==> src/rtl/bac_pkg.sv <==
// Shared constants, types and small count helpers for the border adjacency counter.
// Used by bac_pair_slot, border_adjacency_counter and the testbench; depends on nothing else.
`default_nettype none

package bac_pkg;

  localparam int NUM_COLORS  = 256;
  localparam int COUNT_WIDTH = 32;
  localparam int COLOR_W     = 8;
  localparam int OUT_W       = 32;
  localparam int NUM_NB      = 8;
  localparam int NB_IDX_W    = 3;
  localparam int NB_CNT_W    = 4;
  localparam int CFG_W       = 64;
  localparam int CFG_IDX_W   = 3;
  localparam int NUM_MASKS   = 4;
  localparam int MASK_SEL_W  = 2;
  localparam int MASK_BIT_W  = 6;

  localparam int COLOR_AW  = $clog2(NUM_COLORS);
  localparam int NUM_PAIRS = NUM_COLORS * (NUM_COLORS - 1) / 2;
  localparam int PAIR_AW   = (NUM_PAIRS > 1) ? $clog2(NUM_PAIRS) : 1;
  localparam int CLR_LEN   = (NUM_PAIRS > NUM_COLORS) ? NUM_PAIRS : NUM_COLORS;
  localparam int CLR_W     = $clog2(CLR_LEN);

  localparam logic [COLOR_W:0] COLOR_LIMIT = (COLOR_W + 1)'(NUM_COLORS);

  typedef logic [COLOR_W-1:0]     color_t;
  typedef logic [COUNT_WIDTH-1:0] count_t;
  typedef logic [PAIR_AW-1:0]     pair_addr_t;

  // Saturating increment of one counter.
  function automatic count_t sat_inc(count_t v);
    return (v == '1) ? v : v + COUNT_WIDTH'(1);
  endfunction

  // Query results are reported on 32 bits; wider counts clip at all ones.
  function automatic logic [OUT_W-1:0] clip_count(count_t v);
    logic [63:0] w;
    w = 64'(v);
    return (w[63:OUT_W] != '0) ? '1 : w[OUT_W-1:0];
  endfunction

endpackage

`default_nettype wire

==> src/rtl/bac_pair_slot.sv <==
// Pair slot unit: orders two colors and forms the flat pair-counter address.
// Depends on bac_pkg; shared by the pair update loop and the pair query.
`default_nettype none

module bac_pair_slot (
  input  bac_pkg::color_t     a_i,
  input  bac_pkg::color_t     b_i,
  output bac_pkg::pair_addr_t slot_o,
  output logic                ok_o
);
  import bac_pkg::*;

  color_t                 lo;
  color_t                 hi;
  logic [2*COLOR_W-1:0]   prod;
  logic [2*COLOR_W-1:0]   sum;

  always_comb begin
    lo = (a_i < b_i) ? a_i : b_i;
    hi = (a_i < b_i) ? b_i : a_i;
    // Slot of pair (lo, hi) is lo + hi*(hi-1)/2.
    prod = (2*COLOR_W)'(hi) * (2*COLOR_W)'(hi - COLOR_W'(1));
    sum  = (prod >> 1) + (2*COLOR_W)'(lo);
  end

  assign slot_o = sum[PAIR_AW-1:0];
  assign ok_o   = (a_i != b_i) && ({1'b0, hi} < COLOR_LIMIT);

endmodule

`default_nettype wire

==> config.mk <==
export PLATFORM = sky130hd
export DESIGN_NAME = bac_pair_slot
export DESIGN_NICKNAME = d
export VERILOG_FILES = /design/src/rtl/bac_pkg.sv /design/src/rtl/bac_pair_slot.sv
export SDC_FILE = /design/constraint.sdc
export NUM_CORES = 1
export LEC_CHECK = 0
export ABC_AREA = 1
export BUFFER_PORTS_ARGS = -buffer_cell sky130_fd_sc_hd__buf_2
export CORE_MARGIN = 5
export CORE_UTILIZATION = 60
export DETAILED_ROUTE_END_ITERATION = 10
export GPL_TIMING_DRIVEN = 0
export PLACE_DENSITY = 0.84
export SLEW_MARGIN = 20
export SYNTH_ARGS = -nofsm -noshare
export SYNTH_HDL_FRONTEND = slang
export SYNTH_SLANG_ARGS = --single-unit
==> constraint.sdc <==
create_clock -name vclk -period 13.6
set_input_delay 0.68 -clock vclk [all_inputs]
set_output_delay 0.68 -clock vclk [all_outputs]
set_load 0.005 [all_outputs]
==> impl_results.rst <==
.. list-table::
   :header-rows: 1

   * - Metric
     - Value
   * - Count of antenna-violating nets left after detailed routing
     - 0
   * - Final instance count without filler cells
     - 582
   * - Number of sequential storage elements
     - 0
   * - Number of warning messages in the yosys log
     - 0
   * - Port bufs
     - 32
   * - Worst hold-check path type
     - primary input to output port
   * - Top Family by Delay on Critical Path
     - adder cells
   * - Number of clock buffers in the layout
     - 0
   * - TritonRoute pass-1 iters
     - 4
   * - Number of DRC violations after detailed-routing iteration 0
     - 136
   * - Initial Utilization
     - 0.626
   * - Type of element launching the critical path
     - primary input
   * - Routed len/inst
     - 12.7 um
   * - Count leader, synth
     - inv_1
   * - Synthesized netlist cell count
     - 478
   * - # Post-CTS Setup Buffers
     - 0
   * - Floorplan die height
     - 86.3 um
   * - Hold buffers post-CTS
     - 0
   * - Critical path arrival
     - 8310 ps
   * - Fraction of synthesized cell area taken by the top area cell type
     - 0.252
   * - Fin crit period
     - 8990 ps
   * - Post-synthesis cell area
     - 0.00349 sq mm
   * - Overall die width
     - 86.3 um
   * - Maximum number of pins on one net before global-route repair
     - 12
   * - Commonest cells in the netlist
     - inv_1, nand2_1, ha_1
   * - Slew at the pin closest to its max-slew limit
     - 484 ps
   * - Net count of the mapped netlist
     - 607
   * - Critical path capture point type
     - output port
   * - Unrepaired setup endpoints after global routing
     - no
   * - Total of max-cap violations
     - 0
   * - Worst Path Max Fanout
     - 11
   * - Mean instance size in the synthesized netlist
     - 7.31 sq um
   * - Cell type contributing the most total cell area after synthesis
     - fa_1
   * - Core Rows
     - 27
   * - WHS
     - 1800 ps
   * - Share of the clock period used by the worst path after layout
     - 0.661
   * - Estimated wirelength of the detail-placed design
     - 6790 um
   * - Antenna violations before repair
     - 0
   * - Multi-input gate area
     - 0.00305 sq mm
   * - Final hold violation count
     - 0
   * - Maximum clock rate
     - 111 MHz
   * - DRC violation count after routing
     - 0
   * - Share of final-layout standard cells stronger than drive strength 1
     - 0.120
   * - Top-Level Pins
     - 32
   * - Slowest library cell on the worst path
     - fa_1
   * - GRT Util Overall
     - 0.214
   * - Worst setup path category
     - primary input to output port
   * - Final-stage net count
     - 641
   * - Number of inserted filler cells in the final layout
     - 479
   * - Number of gates given a new drive strength after cts
     - 0
   * - Worst Path Required
     - 12920 ps
   * - Outcome
     - finished clean
   * - Sum of overflow across all layers after global routing
     - 0
   * - Count of buffering cells on the critical path with inverters included
     - 9
   * - Setup_tns
     - 0 ps
   * - Final setup vio count
     - 0
   * - Die Footprint
     - 0.00745 sq mm
   * - Placeable core region
     - 0.00557 sq mm
   * - Area Growth Syn to Fin
     - 7.17%
   * - Number of vias per cell after detailed routing
     - 5.23
   * - Antenna cell count
     - 0
   * - Final Max Slew Viols
     - 0
   * - Yosys cell types
     - 29
   * - Area occupied by registers
     - 0 sq um
   * - Portion of the post-synthesis area used by sequential elements
     - 0
   * - Top post-synthesis cells by area
     - fa_1, ha_1, inv_1
   * - Placer's final routability congestion estimate
     - 0.896
   * - Global-route wire length before repair
     - 13400 um
   * - Cell total after placement
     - 582
   * - Stage delay of the slowest cell on the critical path
     - 560 ps
   * - Via count
     - 3042
   * - WL final
     - 7390 um
   * - Vias in the first global route
     - 3050
   * - Normalized max-slew margin
     - 0.674
-- worst paths after layout --
check / startpoint / endpoint / cells after the start
min: b_i[0] / ok_o / 4
max: b_i[5] / slot_o[12] / 36
-- through the flow --
| stage | cell area (sq um) | util | setup WS [ps] |
|---|---|---|---|
| after global placement | 3740 | 0.671 | 4750 |
| final | 3740 | 0.671 | 4610 |
| after global routing | 3740 | 0.671 | 4150 |
| after detailed placement | 3740 | 0.671 | 4660 |
| after floorplan | 3490 | - | 5580 |
| after CTS | 3740 | 0.671 | 4630 |
-- placed cells by master, fill, tap and decap left out --
cell type,synthesis,layout
a21oi_2,1,1
inv_2,3,3
ha_1,69,69
a21oi_1,19,19
nand2_1,88,88
xnor2_1,5,5
a31oi_1,1,1
buf_6,1,1
a21o_1,1,1
nor2_8,2,2
nand2_8,1,1
clkbuf_1,1,1
o21bai_1,2,2
buf_2,1,33
o21ai_4,2,2
nor2_1,48,48
fa_1,44,44
nand2_2,6,6
nor3_1,1,1
xor2_1,13,13
o21ai_0,11,11
nand4_1,5,5
inv_1,109,109
nand3_1,29,29
o21ai_2,1,1
nand2_4,5,5
nand3b_1,3,3
or2_2,3,3
nor2_4,3,3
-- worst min-delay path: cells and delay by family --
family	cells	cell delay [ps]
and+or+nand+nor	1	80
buffers and inverters	2	240
adders and majority gates	1	120
-- layer usage --
| metal | vias to the layer above | GRT usage | routed length, um |
|---|---|---|---|
| met5 | - | 0 | 0 |
| met4 | 0 | 0.00708 | 17 |
| met3 | 4 | 0.0105 | 318 |
| met2 | 60 | 0.397 | 3760 |
| met1 | 1437 | 0.291 | 3300 |
| li1 | 1541 | - | - |
-- final cells by class --
cell class	instances	area share
timing repair buffer	32	0.0428
multi-input combinational	363	0.815
inverter	112	0.112
tap	72	0.0241
buffer	3	0.00535
-- cell families after synthesis --
kind of cell	after synthesis	synth area share
AND/OR/NAND/NOR	194	0.264
buffers and inverters	115	0.126
adder cells (fa/ha/maj)	113	0.499
AO/OA/AOI/OAI	38	0.0656
XOR/XNOR	18	0.0451
Power is left out: the tool's default activity adds up to more than one toggle a clock period on the data nets, which glitch-free logic cannot reach.
